===== src/rtl/core/dtsc_pkg.sv =====
`timescale 1ns / 1ps
// ----------------------------------------------------------------------------
// Date/time set controller package
// Key and mode codes, the edit word, field limits and the field step helpers.
// ----------------------------------------------------------------------------
package dtsc_pkg;

	typedef enum logic [1:0] {
		KEY_NEXT   = 2'd0,
		KEY_UP     = 2'd1,
		KEY_DOWN   = 2'd2,
		KEY_CANCEL = 2'd3
	} key_t;

	typedef enum logic [2:0] {
		MODE_IDLE   = 3'd0,
		MODE_YEAR   = 3'd1,
		MODE_MONTH  = 3'd2,
		MODE_DAY    = 3'd3,
		MODE_HOUR   = 3'd4,
		MODE_MINUTE = 3'd5,
		MODE_SECOND = 3'd6
	} mode_t;

	typedef struct packed {
		logic [6:0] year;
		logic [3:0] month;
		logic [4:0] day;
		logic [4:0] hour;
		logic [5:0] minute;
		logic [5:0] second;
	} edit_t;

	// Field limits, all carried at the widest field width
	localparam logic [6:0] YEAR_MIN  = 7'd0;
	localparam logic [6:0] YEAR_MAX  = 7'd99;
	localparam logic [6:0] MONTH_MIN = 7'd1;
	localparam logic [6:0] MONTH_MAX = 7'd12;
	localparam logic [6:0] DAY_MIN   = 7'd1;
	localparam logic [6:0] HOUR_MIN  = 7'd0;
	localparam logic [6:0] HOUR_MAX  = 7'd23;
	localparam logic [6:0] MS_MIN    = 7'd0;
	localparam logic [6:0] MS_MAX    = 7'd59;

	localparam logic [3:0] MONTH_FEB = 4'd2;
	localparam logic [3:0] MONTH_APR = 4'd4;
	localparam logic [3:0] MONTH_JUN = 4'd6;
	localparam logic [3:0] MONTH_SEP = 4'd9;
	localparam logic [3:0] MONTH_NOV = 4'd11;

	// Step a field up or down with wraparound; out-of-range values snap to a limit
	function automatic logic [6:0] step_field(logic [6:0] v, logic up,
			logic [6:0] lo, logic [6:0] hi);
		logic [6:0] res;
		if (up) begin
			res = (v >= hi) ? lo : v + 7'd1;
		end else begin
			res = (v <= lo || v > hi) ? hi : v - 7'd1;
		end
		return res;
	endfunction

	// Month length; February is a leap month when the year is a multiple of four
	function automatic logic [4:0] days_in_month(logic [3:0] month, logic [6:0] year);
		logic [4:0] res;
		if (month == MONTH_APR || month == MONTH_JUN || month == MONTH_SEP ||
				month == MONTH_NOV) begin
			res = 5'd30;
		end else if (month == MONTH_FEB) begin
			res = (year[1:0] == 2'b00) ? 5'd29 : 5'd28;
		end else begin
			res = 5'd31;
		end
		return res;
	endfunction

endpackage


===== src/rtl/core/dtsc_if.sv =====
`timescale 1ns / 1ps
// ----------------------------------------------------------------------------
// Date/time set controller channels
// Key word in (key plus running clock) and result word out (mode, edit
// values, commit strobe), each with a valid/ready handshake.
// ----------------------------------------------------------------------------
interface dtsc_cmd_if;
	logic       valid;
	logic       ready;
	logic [1:0] key;
	logic [6:0] now_year;
	logic [3:0] now_month;
	logic [4:0] now_day;
	logic [4:0] now_hour;
	logic [5:0] now_minute;
	logic [5:0] now_second;

	modport source (
		output valid, key, now_year, now_month, now_day, now_hour, now_minute,
			now_second,
		input  ready
	);
	modport sink (
		input  valid, key, now_year, now_month, now_day, now_hour, now_minute,
			now_second,
		output ready
	);
endinterface

interface dtsc_res_if;
	logic       valid;
	logic       ready;
	logic [2:0] mode;
	logic [6:0] edit_year;
	logic [3:0] edit_month;
	logic [4:0] edit_day;
	logic [4:0] edit_hour;
	logic [5:0] edit_minute;
	logic [5:0] edit_second;
	logic       commit;

	modport source (
		output valid, mode, edit_year, edit_month, edit_day, edit_hour, edit_minute,
			edit_second, commit,
		input  ready
	);
	modport sink (
		input  valid, mode, edit_year, edit_month, edit_day, edit_hour, edit_minute,
			edit_second, commit,
		output ready
	);
endinterface


===== src/rtl/core/dtsc_update.sv =====
`timescale 1ns / 1ps
// ----------------------------------------------------------------------------
// Date/time set controller update logic
// Next mode, next edit values and commit strobe for one key word.
// ----------------------------------------------------------------------------
module dtsc_update (
	input  dtsc_pkg::mode_t mode,
	input  dtsc_pkg::edit_t cur,
	input  dtsc_pkg::key_t  key,
	input  dtsc_pkg::edit_t now,
	output dtsc_pkg::mode_t mode_nxt,
	output dtsc_pkg::edit_t edit_nxt,
	output logic            commit
);

	logic       up;
	logic [4:0] day_max;
	logic [6:0] year_st;
	logic [6:0] month_st;
	logic [6:0] day_st;
	logic [6:0] hour_st;
	logic [6:0] minute_st;
	logic [6:0] second_st;

	// Candidate step of every field; the mode picks one
	assign up        = (key == dtsc_pkg::KEY_UP);
	assign day_max   = dtsc_pkg::days_in_month(cur.month, cur.year);
	assign year_st   = dtsc_pkg::step_field(cur.year, up, dtsc_pkg::YEAR_MIN,
		dtsc_pkg::YEAR_MAX);
	assign month_st  = dtsc_pkg::step_field({3'b000, cur.month}, up, dtsc_pkg::MONTH_MIN,
		dtsc_pkg::MONTH_MAX);
	assign day_st    = dtsc_pkg::step_field({2'b00, cur.day}, up, dtsc_pkg::DAY_MIN,
		{2'b00, day_max});
	assign hour_st   = dtsc_pkg::step_field({2'b00, cur.hour}, up, dtsc_pkg::HOUR_MIN,
		dtsc_pkg::HOUR_MAX);
	assign minute_st = dtsc_pkg::step_field({1'b0, cur.minute}, up, dtsc_pkg::MS_MIN,
		dtsc_pkg::MS_MAX);
	assign second_st = dtsc_pkg::step_field({1'b0, cur.second}, up, dtsc_pkg::MS_MIN,
		dtsc_pkg::MS_MAX);

	// Decode the key against the current mode
	always_comb begin
		mode_nxt = mode;
		edit_nxt = cur;
		commit   = 1'b0;
		if (mode == dtsc_pkg::MODE_IDLE) begin
			// load the running clock on next; ignore other keys
			if (key == dtsc_pkg::KEY_NEXT) begin
				edit_nxt = now;
				mode_nxt = dtsc_pkg::MODE_YEAR;
			end
		end else if (key == dtsc_pkg::KEY_CANCEL) begin
			mode_nxt = dtsc_pkg::MODE_IDLE;
		end else if (key == dtsc_pkg::KEY_NEXT) begin
			if (mode == dtsc_pkg::MODE_SECOND) begin
				commit   = 1'b1;
				mode_nxt = dtsc_pkg::MODE_IDLE;
			end else begin
				mode_nxt = dtsc_pkg::mode_t'(mode + 3'd1);
			end
		end else begin
			case (mode)
				dtsc_pkg::MODE_YEAR:   edit_nxt.year   = year_st;
				dtsc_pkg::MODE_MONTH:  edit_nxt.month  = month_st[3:0];
				dtsc_pkg::MODE_DAY:    edit_nxt.day    = day_st[4:0];
				dtsc_pkg::MODE_HOUR:   edit_nxt.hour   = hour_st[4:0];
				dtsc_pkg::MODE_MINUTE: edit_nxt.minute = minute_st[5:0];
				dtsc_pkg::MODE_SECOND: edit_nxt.second = second_st[5:0];
				default: begin
					edit_nxt = cur;
				end
			endcase
		end
	end

endmodule


===== src/rtl/core/date_time_set_controller.sv =====
`timescale 1ns / 1ps
// ----------------------------------------------------------------------------
// Date/time set controller
// Key-driven editor for year, month, day, hour, minute and second, with a
// commit strobe that loads the edited time into the running clock.
// Path: a key word is registered in the input stage, then updates the mode and
// edit registers as it enters the output stage, where the result word waits.
// Throughput: 1 key word per cycle while the result side takes words, set by
// the update of the mode and edit registers as words pass to the output stage.
// Reset: arst_n clears the mode to idle, the edit registers to 00-01-01
// 00:00:00 and both stages to empty.
// ----------------------------------------------------------------------------
module date_time_set_controller (
	input  logic       clk,
	input  logic       arst_n,
	dtsc_cmd_if.sink   cmd,
	dtsc_res_if.source res
);

	// Input stage
	logic            valid_s1;
	dtsc_pkg::key_t  key_s1;
	dtsc_pkg::edit_t now_s1;

	// Edit state
	dtsc_pkg::mode_t mode_q;
	dtsc_pkg::edit_t edit_q;

	// Output stage
	logic            valid_s2;
	dtsc_pkg::mode_t mode_s2;
	dtsc_pkg::edit_t edit_s2;
	logic            commit_s2;

	dtsc_pkg::mode_t mode_nxt;
	dtsc_pkg::edit_t edit_nxt;
	logic            commit_nxt;
	logic            out_free;
	logic            adv;

	// Move the staged word on when the output stage is empty or being drained
	assign out_free  = !valid_s2 || res.ready;
	assign adv       = valid_s1 && out_free;
	assign cmd.ready = !valid_s1 || out_free;

	// Capture the key word
	always_ff @(posedge clk or negedge arst_n) begin
		if (!arst_n) begin
			valid_s1 <= 1'b0;
		end else if (cmd.ready) begin
			valid_s1 <= cmd.valid;
		end
	end

	always_ff @(posedge clk) begin
		if (cmd.valid && cmd.ready) begin
			key_s1        <= dtsc_pkg::key_t'(cmd.key);
			now_s1.year   <= cmd.now_year;
			now_s1.month  <= cmd.now_month;
			now_s1.day    <= cmd.now_day;
			now_s1.hour   <= cmd.now_hour;
			now_s1.minute <= cmd.now_minute;
			now_s1.second <= cmd.now_second;
		end
	end

	dtsc_update u_update (
		.mode     (mode_q),
		.cur      (edit_q),
		.key      (key_s1),
		.now      (now_s1),
		.mode_nxt (mode_nxt),
		.edit_nxt (edit_nxt),
		.commit   (commit_nxt)
	);

	// Advance the edit state
	always_ff @(posedge clk or negedge arst_n) begin
		if (!arst_n) begin
			mode_q        <= dtsc_pkg::MODE_IDLE;
			edit_q.year   <= 7'd0;
			edit_q.month  <= 4'd1;
			edit_q.day    <= 5'd1;
			edit_q.hour   <= 5'd0;
			edit_q.minute <= 6'd0;
			edit_q.second <= 6'd0;
		end else if (adv) begin
			mode_q <= mode_nxt;
			edit_q <= edit_nxt;
		end
	end

	// Hold the result word until taken
	always_ff @(posedge clk or negedge arst_n) begin
		if (!arst_n) begin
			valid_s2 <= 1'b0;
		end else if (out_free) begin
			valid_s2 <= valid_s1;
		end
	end

	always_ff @(posedge clk) begin
		if (adv) begin
			mode_s2   <= mode_nxt;
			edit_s2   <= edit_nxt;
			commit_s2 <= commit_nxt;
		end
	end

	assign res.valid       = valid_s2;
	assign res.mode        = mode_s2;
	assign res.edit_year   = edit_s2.year;
	assign res.edit_month  = edit_s2.month;
	assign res.edit_day    = edit_s2.day;
	assign res.edit_hour   = edit_s2.hour;
	assign res.edit_minute = edit_s2.minute;
	assign res.edit_second = edit_s2.second;
	assign res.commit      = commit_s2;

	// Commit only leaves second edit
	a_commit_from_second: assert property (@(posedge clk) disable iff (!arst_n)
		adv && commit_nxt |-> mode_q == dtsc_pkg::MODE_SECOND)
		else $error("commit raised outside second edit");

	// A committed result word always reports idle
	a_commit_idle: assert property (@(posedge clk) disable iff (!arst_n)
		valid_s2 && commit_s2 |-> mode_s2 == dtsc_pkg::MODE_IDLE)
		else $error("commit word not in idle mode");

	// Cancel always returns to idle
	a_cancel_idle: assert property (@(posedge clk) disable iff (!arst_n)
		adv && key_s1 == dtsc_pkg::KEY_CANCEL |=> mode_q == dtsc_pkg::MODE_IDLE)
		else $error("cancel did not return to idle");

	// Keys other than next leave idle state and edit values alone
	a_idle_ignore: assert property (@(posedge clk) disable iff (!arst_n)
		adv && mode_q == dtsc_pkg::MODE_IDLE && key_s1 != dtsc_pkg::KEY_NEXT
		|=> $stable(edit_q) && mode_q == dtsc_pkg::MODE_IDLE)
		else $error("idle state changed on an ignored key");

	// State only moves when a word enters the output stage
	a_state_hold: assert property (@(posedge clk) disable iff (!arst_n)
		!adv |=> $stable(edit_q) && $stable(mode_q))
		else $error("edit state changed without an advancing word");

endmodule

===== src/flat_wrapper.sv =====
// flat-port wrapper written by rule: the top's interface ports become plain ports
module date_time_set_controller_flat 
  (clk, arst_n, cmd_valid, cmd_key, cmd_now_year, cmd_now_month, cmd_now_day, cmd_now_hour, cmd_now_minute, cmd_now_second, cmd_ready, res_valid, res_mode, res_edit_year, res_edit_month, res_edit_day, res_edit_hour, res_edit_minute, res_edit_second, res_commit, res_ready);
  dtsc_cmd_if cmd_i ();
  dtsc_res_if res_i ();
  input  logic clk;
  input  logic arst_n;
  input wire logic [$bits(cmd_i.valid)-1:0] cmd_valid;
  input wire logic [$bits(cmd_i.key)-1:0] cmd_key;
  input wire logic [$bits(cmd_i.now_year)-1:0] cmd_now_year;
  input wire logic [$bits(cmd_i.now_month)-1:0] cmd_now_month;
  input wire logic [$bits(cmd_i.now_day)-1:0] cmd_now_day;
  input wire logic [$bits(cmd_i.now_hour)-1:0] cmd_now_hour;
  input wire logic [$bits(cmd_i.now_minute)-1:0] cmd_now_minute;
  input wire logic [$bits(cmd_i.now_second)-1:0] cmd_now_second;
  output wire logic [$bits(cmd_i.ready)-1:0] cmd_ready;
  output wire logic [$bits(res_i.valid)-1:0] res_valid;
  output wire logic [$bits(res_i.mode)-1:0] res_mode;
  output wire logic [$bits(res_i.edit_year)-1:0] res_edit_year;
  output wire logic [$bits(res_i.edit_month)-1:0] res_edit_month;
  output wire logic [$bits(res_i.edit_day)-1:0] res_edit_day;
  output wire logic [$bits(res_i.edit_hour)-1:0] res_edit_hour;
  output wire logic [$bits(res_i.edit_minute)-1:0] res_edit_minute;
  output wire logic [$bits(res_i.edit_second)-1:0] res_edit_second;
  output wire logic [$bits(res_i.commit)-1:0] res_commit;
  input wire logic [$bits(res_i.ready)-1:0] res_ready;
  assign cmd_i.valid = cmd_valid;
  assign cmd_i.key = cmd_key;
  assign cmd_i.now_year = cmd_now_year;
  assign cmd_i.now_month = cmd_now_month;
  assign cmd_i.now_day = cmd_now_day;
  assign cmd_i.now_hour = cmd_now_hour;
  assign cmd_i.now_minute = cmd_now_minute;
  assign cmd_i.now_second = cmd_now_second;
  assign cmd_ready = cmd_i.ready;
  assign res_valid = res_i.valid;
  assign res_mode = res_i.mode;
  assign res_edit_year = res_i.edit_year;
  assign res_edit_month = res_i.edit_month;
  assign res_edit_day = res_i.edit_day;
  assign res_edit_hour = res_i.edit_hour;
  assign res_edit_minute = res_i.edit_minute;
  assign res_edit_second = res_i.edit_second;
  assign res_commit = res_i.commit;
  assign res_i.ready = res_ready;
  date_time_set_controller u_core (.clk(clk), .arst_n(arst_n), .cmd(cmd_i), .res(res_i));
endmodule

===== config.mk =====
export PLATFORM = sky130hd
export DESIGN_NAME = date_time_set_controller_flat
export DESIGN_NICKNAME = d
export VERILOG_FILES = /design/src/rtl/core/dtsc_pkg.sv /design/src/rtl/core/dtsc_if.sv /design/src/rtl/core/dtsc_update.sv /design/src/rtl/core/date_time_set_controller.sv /design/src/flat_wrapper.sv
export SDC_FILE = /design/constraint.sdc
export NUM_CORES = 1
export LEC_CHECK = 0
export BUFFER_PORTS_ARGS = -buffer_cell sky130_fd_sc_hd__buf_4
export CAP_MARGIN = 5
export CORE_MARGIN = 5
export CORE_UTILIZATION = 30
export DETAILED_ROUTE_END_ITERATION = 12
export PLACE_DENSITY = 0.53
export SYNTH_ARGS = -nofsm -noshare
export SYNTH_HDL_FRONTEND = slang
export SYNTH_SLANG_ARGS = --single-unit

===== constraint.sdc =====
create_clock -name clk -period 5.3 [get_ports clk]
set_input_delay 0.265 -clock clk [delete_from_list [all_inputs] [get_ports clk]]
set_output_delay 0.265 -clock clk [all_outputs]
set_load 0.02 [all_outputs]

Yosys cells after proc, flatten, opt, wreduce, memory -nomap -nowiden
Index checks and enable logic that the tools add are counted.
{"block": "word_totals", "register_bits": 110, "input_bits": 39, "output_inout_bits": 39, "word_cells": 125}
{"block": "classes", "n_addsub": 13, "magnitude_cmp": 18, "n_eq_ne": 13, "mux": 37, "bitwise_logic": 1, "reduce_logical": 19}
{"op": "$mux W33", "count": 4}
{"op": "$mux W6", "count": 8}
{"op": "$mux W5", "count": 8}
{"op": "$mux W7", "count": 4}
{"op": "$mux W4", "count": 4}
{"op": "$mux W3", "count": 5}
{"op": "$add A6 B1 Y6 const B", "count": 2}
{"op": "$ge A6 B6 Y1 const B", "count": 2}
{"op": "$gt A6 B6 Y1 const B", "count": 2}
{"op": "$le A6 B1 Y1 const B", "count": 2}
{"op": "$sub A6 B1 Y6 const B", "count": 2}
{"op": "$logic_or A1 B1 Y1", "count": 11}
{"op": "$add A5 B1 Y5 const B", "count": 2}
{"op": "$le A5 B1 Y1 const B", "count": 2}
{"op": "$sub A5 B1 Y5 const B", "count": 2}
{"op": "$eq A3 B3 Y1 const B", "count": 3}
{"op": "$eq A4 B3 Y1 const B", "count": 2}
{"op": "$eq A4 B4 Y1 const B", "count": 2}
{"op": "$add A7 B1 Y7 const B", "count": 1}
{"op": "$ge A7 B7 Y1 const B", "count": 1}
{"op": "$gt A7 B7 Y1 const B", "count": 1}
{"op": "$le A7 B1 Y1 const B", "count": 1}
{"op": "$sub A7 B1 Y7 const B", "count": 1}
{"op": "$eq A3 B2 Y1 const B", "count": 2}
{"op": "22 further kinds", "count": 27}

Logic depth before layout (Yosys ltp)
Gate-level depths: netlist of the first run.
{"block": "logic_depth", "word_depth": 13, "depth_mapped": 12}

Modules after synthesis
Synthesis of the first run repeated with hierarchy kept, for this count alone.
{"block": "hier_totals", "cells_unflattened": 588, "area_unflattened_um2": 6454.9}
{"mod": "date_time_set_controller", "instances": 1, "cells_per_inst": 156, "area_per_inst_um2": 3718.6, "seq_area_each_um2": 3115.5}
{"mod": "dtsc_update", "instances": 1, "cells_per_inst": 432, "area_per_inst_um2": 2736.4, "seq_area_each_um2": 0.0}

Least setup slack after synthesis of the first run
No wires, ideal clock.
{"block": "synth_timing", "kind": "flip-flop to flip-flop", "from": "reg u_core.valid_s2, in the netlist u_core.res.valid", "to": "reg u_core.commit_s2, in the netlist u_core.res.commit (enable)", "setup_ns": 0.416, "arrival_time_ns": 2.341, "required_time_ns": 4.884, "path_slack_ns": 2.543, "stages_incl_launch_ff": 6, "period_less_slack_ns": 2.757, "cell_sequence": "dfrtp_1 -> nand2b_1 -> nand2_1 -> inv_1 -> clkbuf_1 -> clkbuf_1"}
{"block": "synth_via", "elab_chain_len": 3}
{"element": "from (decl)", "line_no": "date_time_set_controller.sv:30", "rtl": "logic valid_s2;"}
{"element": "from (signal assigned)", "line_no": "date_time_set_controller.sv:98", "rtl": "valid_s2 <= valid_s1;"}
{"element": "$logic_not A1 Y1", "line_no": "date_time_set_controller.sv:42", "rtl": "assign out_free = !valid_s2 || res.ready;"}
{"element": "$logic_or A1 B1 Y1", "line_no": "date_time_set_controller.sv:42"}
{"element": "$logic_and A1 B1 Y1", "line_no": "date_time_set_controller.sv:43", "rtl": "assign adv = valid_s1 && out_free;"}
{"element": "named net u_core.adv", "line_no": "date_time_set_controller.sv:39", "rtl": "logic adv;"}
{"element": "to (signal assigned)", "line_no": "date_time_set_controller.sv:106", "rtl": "commit_s2 <= commit_nxt;"}
{"element": "to (decl)", "line_no": "date_time_set_controller.sv:33", "rtl": "logic commit_s2;"}
The timed path passes the listed nets, and every way through them passes these cells.
A chain may end at the register's enable or synchronous reset.

==> results of run 1 <==
-- metrics by stage --
| step | hold slack (ns) | util |
|---|---|---|
| finish | 0.07716 | 0.3519 |
| CTS | 0.06155 | 0.3519 |
| detailed placement | 0.3275 | 0.3377 |
| global placement | 0.3160 | 0.3377 |
| global route | 0.05764 | 0.3519 |
| floorplan | -0.03059 | - |
-- report_power, final --
group	internal (uW)	total, uW	switching, uW	leakage, uW
Clock	369	700	331	0.000144
Sequential	1190	1550	361	0.00112
Combinational	656	1570	918	0.00161
Total	2210	3820	1610	0.00288
-- layer usage --
metal  wire length, um  track usage  up-vias
met5                 0            0        -
met4               238      0.03974        0
met3               912      0.02843       19
met2              8703       0.2436      166
met1              9049       0.2092     2725
li1                  -            -     2703
-- flip-flops by register name, summed over array words and instances, names as in the netlist, 4 cells and up --
register and flops:
u_core.edit_q 33, u_core.now_s1 33, u_core.res.edit_day 5, u_core.res.edit_hour 5, u_core.res.edit_minute 6, u_core.res.edit_month 4
u_core.res.edit_second 6, u_core.res.edit_year 7
-- worst max-delay path, cell delays in order, from the launching register on --
cell and delay (ns):
dfstp_2 0.57, inv_1 0.11, ha_1 0.26, o21ai_0 0.17
o21ai_0 0.10, o21ai_0 0.25, ha_1 0.30, nand2b_1 0.15
a211o_1 0.30, o21ai_0 0.20, o21ai_0 0.16, and3_1 0.21
a31oi_1 0.15
-- worst max path at each step --
stage | end | slack (ns) | cells after the start
4_1_cts | u_core.res.edit_day[2] | 2.25 | 12
2_1_floorplan | u_core.res.commit | 2.54 | 5
6_report | u_core.res.edit_day[2] | 2.23 | 12
5_1_grt | u_core.res.edit_day[2] | 1.93 | 12
3_5_place_dp | u_core.res.edit_day[2] | 2.27 | 12
3_3_place_gp | u_core.res.edit_day[0] | 2.32 | 12
-- cell usage after synthesis, types with 3 or more instances --
cell,instances,area (um^2)
edfxtp_1,72,2162
nand2_1,69,259.0
a21oi_1,67,335.3
nor2_1,61,229.0
o21ai_0,47,235.2
clkbuf_1,42,157.7
dfrtp_1,36,900.9
o22ai_1,26,162.7
a31oi_1,25,156.4
inv_1,22,82.58
ha_1,21,262.8
nor3_1,19,95.09
buf_2,14,70.07
nand3_1,14,70.07
and3_1,12,75.07
a211oi_1,10,75.07
o31ai_1,10,75.07
nand2b_1,8,50.05
xnor2_1,8,70.07
a22oi_1,7,52.55
o211ai_1,6,45.04
o32ai_1,6,52.55
or3_1,6,37.54
a211o_1,5,43.79
mux2i_1,5,50.05
nor3b_1,5,37.54
buf_1,4,15.01
nand3b_1,4,30.03
nor2b_1,4,25.02
nor4b_1,4,35.03
o21a_1,4,30.03
o221ai_1,4,35.03
a221o_1,3,30.03
a221oi_1,3,26.28
a311oi_1,3,26.28
and2_1,3,18.77
nand4b_1,3,26.28
xor2_1,3,26.28
-- final cells by class --
| cell class | count | area, um^2 |
|---|---|---|
| Sequential cell | 110 | 3115 |
| Tap cell | 280 | 350.3 |
| Timing Repair Buffer | 86 | 648.1 |
| Clock inverter | 7 | 72.57 |
| Fill cell | 2229 | 14060 |
| Multi-Input combinational cell | 511 | 3137 |
| Clock buffer | 9 | 225.2 |
| Inverter | 22 | 82.58 |
-- what timing repair did --
| action | CTS | global route |
|---|---|---|
| endpoints found under the setup margin | 0 | 0 |
| buffers inserted | 0 | 0 |
| hold buffers | 1 | 0 |
| hold endpoints to repair | 36 | 0 |
-- kinds of logic (layout without fill, tap and decap cells) --
family / count (synthesis) / in the layout
buffers and inverters: 82 / 124
adders and majority gates: 21 / 21
DFF: 110 / 110
and+or+nand+nor: 221 / 221
xor gates and xnor gates: 12 / 12
muxes: 6 / 6
AOI/OAI and AO/OA: 251 / 251
==> out/metrics.cfg, run 1 <==
[die]
rows = 54
io_pins = 78
coreArea_um2 = 21690
die_x_um = 157.9
die_h_um = 157.9
floorplan.initialDensity = 0.3025
die_area_um2 = 24930

[finish]
drive_above_1_share = 0.1597
finalNonFillerCells = 1025
area_growth_pct = 16.30
fin_nets = 800
final_common_cell = buf_4
num_antenna_cells = 0
design_area_um2 = 7631
final_cell_mix = buf_4, edfxtp_1, nand2_1, a21oi_1, nor2_1

[routing]
vias = 5613
first_pass_iters = 5
wl_per_cell_um = 18.44
antenna_left = 0
drt-total-wl_um = 18900
viasPerCell = 5.476
drc = 0
drt_iter0_drc = 556

[timing]
setup-violations-final = 0
fmax_mhz = 325.5
relSlewSlack = 0.2918
fin_ws_ns = 2.228
hold_viol = 0
period_minus_slack_ns = 3.072
finalCritPeriodShare = 0.5796
fin_worst_skew_ns = 0.008518
grt_setup_unrepaired = no
final.setup.tns_ns = 0
maxSlewViolCount = 0
tightest_slew_ns = 1.055

[clock_tree]
postCtsResizedCells = 0
tritoncts = done
clockRootBuffer = clkbuf_16
cts_buffer_depth = 2
cts_buffers = 9
clkLatencyLatePin_ns = 0.36
clkSlewWorstSetupHoldPaths_ns = 0.08
cts_sinks = 110
ctsHtreeMaxLevel = 3

[worst_setup_path]
cp_max_fo = 6
worstSetupStartpointType = flip-flop
cp-startpoint = u_core.edit_q[22]
worstSetupPathType = flip-flop to flip-flop
required_ns = 5.51
arrival_ns = 3.28
end_kind = flip-flop
reg2reg_depth = 12
reg2reg_setup_slack_ns = 2.23
reg2reg_from = u_core.edit_q[22]
reg2reg_to = u_core.res.edit_day[2]

[synth]
synth-compound-area-share = 0.2485
synth_adder_area_share = 0.04005
synth.mux.area_fraction = 0.009344
synth_area_um2 = 6561
yosysUniqueCellTypes = 69
ys.flop_type = edfxtp_1
syn_nets = 763
syn_inst = 703
synthXorXnorAreaFrac = 0.01716
yosysSeqAreaShare = 0.4748
synth_warnings = 0
avgSynthCellArea_um2 = 9.333
synthArstFlopShare = 0.3455
synth-simple-area-share = 0.1606
synth-edff-count = 72
synth_top_family_by_area = compound AO/OA/AOI/OAI gates
ys_ff_latch = 110

[min_path]
hold_end = u_core.now_s1[13]
hold_path_class = input port to flip-flop
hp-start = cmd_now_hour[1]
worstHoldPathCells = 1

[global_route]
grt_start_max_net_pins = 40
antenna_found_initial = 0
grt_remaining_overflow = 0
grt_pass1_vias = 5460
grt_usage = 0.1510
grt_pass1_wl_um = 29770

[placed_design]
placed_area_um2 = 7323
dpl.cell_count = 1008
gp_congestion = 0.8805
dp.final_hpwl_um = 12500
pre_cts_ws_ns = 2.266
port_buffers = 77

[run]
maxCapViolCount = 0

[pwr]
power_density_nw_per_um2 = 500.8
p_total_uw = 3822
p_leak_uw = 0.002878
vdd_ir_drop_max_v = 0.0001759

[run_status]
status = complete, no violations

No activity file was read; power rests on OpenSTA's default activity.
==> run 2: changes to the inputs <==
--- a/config.mk
+++ b/config.mk
@@ -10,7 +10,7 @@
 export CORE_MARGIN = 5
 export CORE_UTILIZATION = 30
 export DETAILED_ROUTE_END_ITERATION = 12
-export PLACE_DENSITY = 0.53
+export PLACE_DENSITY = 0.54
 export SYNTH_ARGS = -nofsm -noshare
 export SYNTH_HDL_FRONTEND = slang
 export SYNTH_SLANG_ARGS = --single-unit
==> constraint.sdc (replaced) <==
create_clock -name clk -period 2.5 [get_ports clk]
set_input_delay 0.125 -clock clk [delete_from_list [all_inputs] [get_ports clk]]
set_output_delay 0.125 -clock clk [all_outputs]
set_load 0.02 [all_outputs]
==> out/metrics.cfg, run 2 (synthesis gave the netlist of run 1 again) <==
[run_status]
status = finished, violations left
violations = negative setup slack

[finish]
final_cell_mix = buf_4, edfxtp_1, nand2_1, a21oi_1, nor2_1
fin_nets = 888
final_common_cell = buf_4
finalNonFillerCells = 1113
num_antenna_cells = 0
area_growth_pct = 28.79
fillCellCount = 2172
final_util = 0.3896
drive_above_1_share = 0.2161

[global_route]
grt_pass1_vias = 5813
grt_usage = 0.1603
grt_remaining_overflow = 0
antenna_found_initial = 0
grt_start_max_net_pins = 51
grt_pass1_wl_um = 31600

[timing]
worst_hold_slack_ns = 0.04328
tightest_slew_ns = 1.025
setup-violations-final = 5
fin_ws_ns = -0.07225
grt_setup_unrepaired = yes
fin_worst_skew_ns = 0.01302
period_minus_slack_ns = 2.572
maxSlewViolCount = 0
relSlewSlack = 0.3141
fmax_mhz = 388.8
final.setup.tns_ns = -0.2055
finalCritPeriodShare = 1.029
hold_viol = 0

[pwr]
power.share.clock = 0.170
sw_frac_of_total = 0.4138
intPower_uw = 5058
p_sw_uw = 3570
p_total_uw = 8629
combPwrFrac = 0.474
power_density_nw_per_um2 = 1021
vdd_ir_drop_max_v = 0.0004298
pwr-share-seq = 0.356
p_leak_uw = 0.003271

[die]
die_area_um2 = 24930
die_h_um = 157.9
die_x_um = 157.9
rows = 54
coreArea_um2 = 21690
floorplan.initialDensity = 0.3025
io_pins = 78

[worst_setup_path]
worstSetupPathType = flip-flop to flip-flop
cp_slowest_stage_delay_ns = 0.56
worstSetupStartpointType = flip-flop
arrival_ns = 2.69
required_ns = 2.62
crit_path_top_delay_cell = dfstp_2
path_cells = inv_2 > ha_2 > o21ai_1 > o21ai_1 > o21ai_1 > ha_1 > nor2b_1 > o211ai_1 > o41ai_2 > mux2i_1 > a221oi_4 > a21oi_1
cp_max_fo = 5
crit_top_cell = o21ai_1
end_kind = flip-flop

[clock_tree]
tritoncts = done
clkLatencyLatePin_ns = 0.37
cts_buffers = 9
ctsHtreeMaxLevel = 3
cts_sinks = 110
cts_buffer_depth = 2
clockRootBuffer = clkbuf_16
clkSlewWorstSetupHoldPaths_ns = 0.08

[routing]
first_pass_iters = 5
viasPerCell = 5.316
drc = 0
drt_iter0_drc = 607
drt-total-wl_um = 19850
antenna_left = 0
vias = 5917
wl_per_cell_um = 17.83

[placed_design]
port_buffers = 77
dpl.cell_count = 1058
dp.final_hpwl_um = 13770
gp_congestion = 0.8742

[min_path]
hold_path_class = input port to flip-flop

[run]
maxCapViolCount = 0

==> run 2: what timing repair did <==
item,4_1_cts,5_1_grt
pin swaps,6,3
setup endpoints to repair,10,10
setup buffers,1,1
gates cloned,0,0
hold endpoints to repair,72,0
gates resized for setup,10,5
hold buffers,37,0
==> run 2: per-layer routing <==
metal,up-vias,global-route usage,wire length (um)
li1,2891,-,-
met1,2865,0.2288,9622
met2,143,0.2537,9173
met3,18,0.02515,795
met4,0,0.04342,258
met5,-,0,0
==> run 2: stage by stage <==
stage	instance area [um^2]	worst slack (ns)
floorplan	6578	-0.004595
global placement	7731	-0.1284
detailed placement	7731	-0.1481
CTS	8414	-0.03076
global route	8451	-0.2275
finish	8451	-0.07225
==> run 2: final cells by class <==
| cell class | instances | area [um^2] | share of cell area |
|---|---|---|---|
| Sequential cell | 110 | 3115 | 0.3687 |
| Multi-Input combinational cell | 511 | 3196 | 0.3781 |
| Inverter | 22 | 82.58 | 0.009772 |
| Clock inverter | 5 | 50.05 | 0.005922 |
| Clock buffer | 11 | 232.7 | 0.02754 |
| Tap cell | 280 | 350.3 | 0.04146 |
| Timing Repair Buffer | 174 | 1424 | 0.1685 |
==> run 2: final timing paths <==
check                           slack (ns)               from                      to  cells after the start
worst max-delay path                 -0.07  u_core.edit_q[22]  u_core.res.edit_day[1]                     12
worst min-delay path                  0.04          res_ready        u_core.res.valid                      3
worst max register to register       -0.07  u_core.edit_q[22]  u_core.res.edit_day[1]                     12
worst min register to register        0.49    u_core.valid_s1        u_core.res.valid                      1
max in group asynchronous             1.78             arst_n       u_core.edit_q[16]                      2
min in group asynchronous             0.30             arst_n       u_core.edit_q[11]                      2
==> run 2: power groups by stage <==
stage	Clock, uW	Combinational (uW)	Sequential (uW)
floorplan	0	2660	2970
global placement	0	3910	3090
detailed placement	0	3930	3090
CTS	1480	4050	3060
global route	1560	4550	3150
finish	1460	4090	3070
==> run 2: worst max-delay path, delay by kind of cell (launching register included) <==
kind / cells / cell delay (ns)
fa+ha+maj: 2 / 0.38
simple gates: 1 / 0.05
mux: 1 / 0.19
buf+inv: 1 / 0.06
flops: 1 / 0.56
compound gates: 7 / 1.07
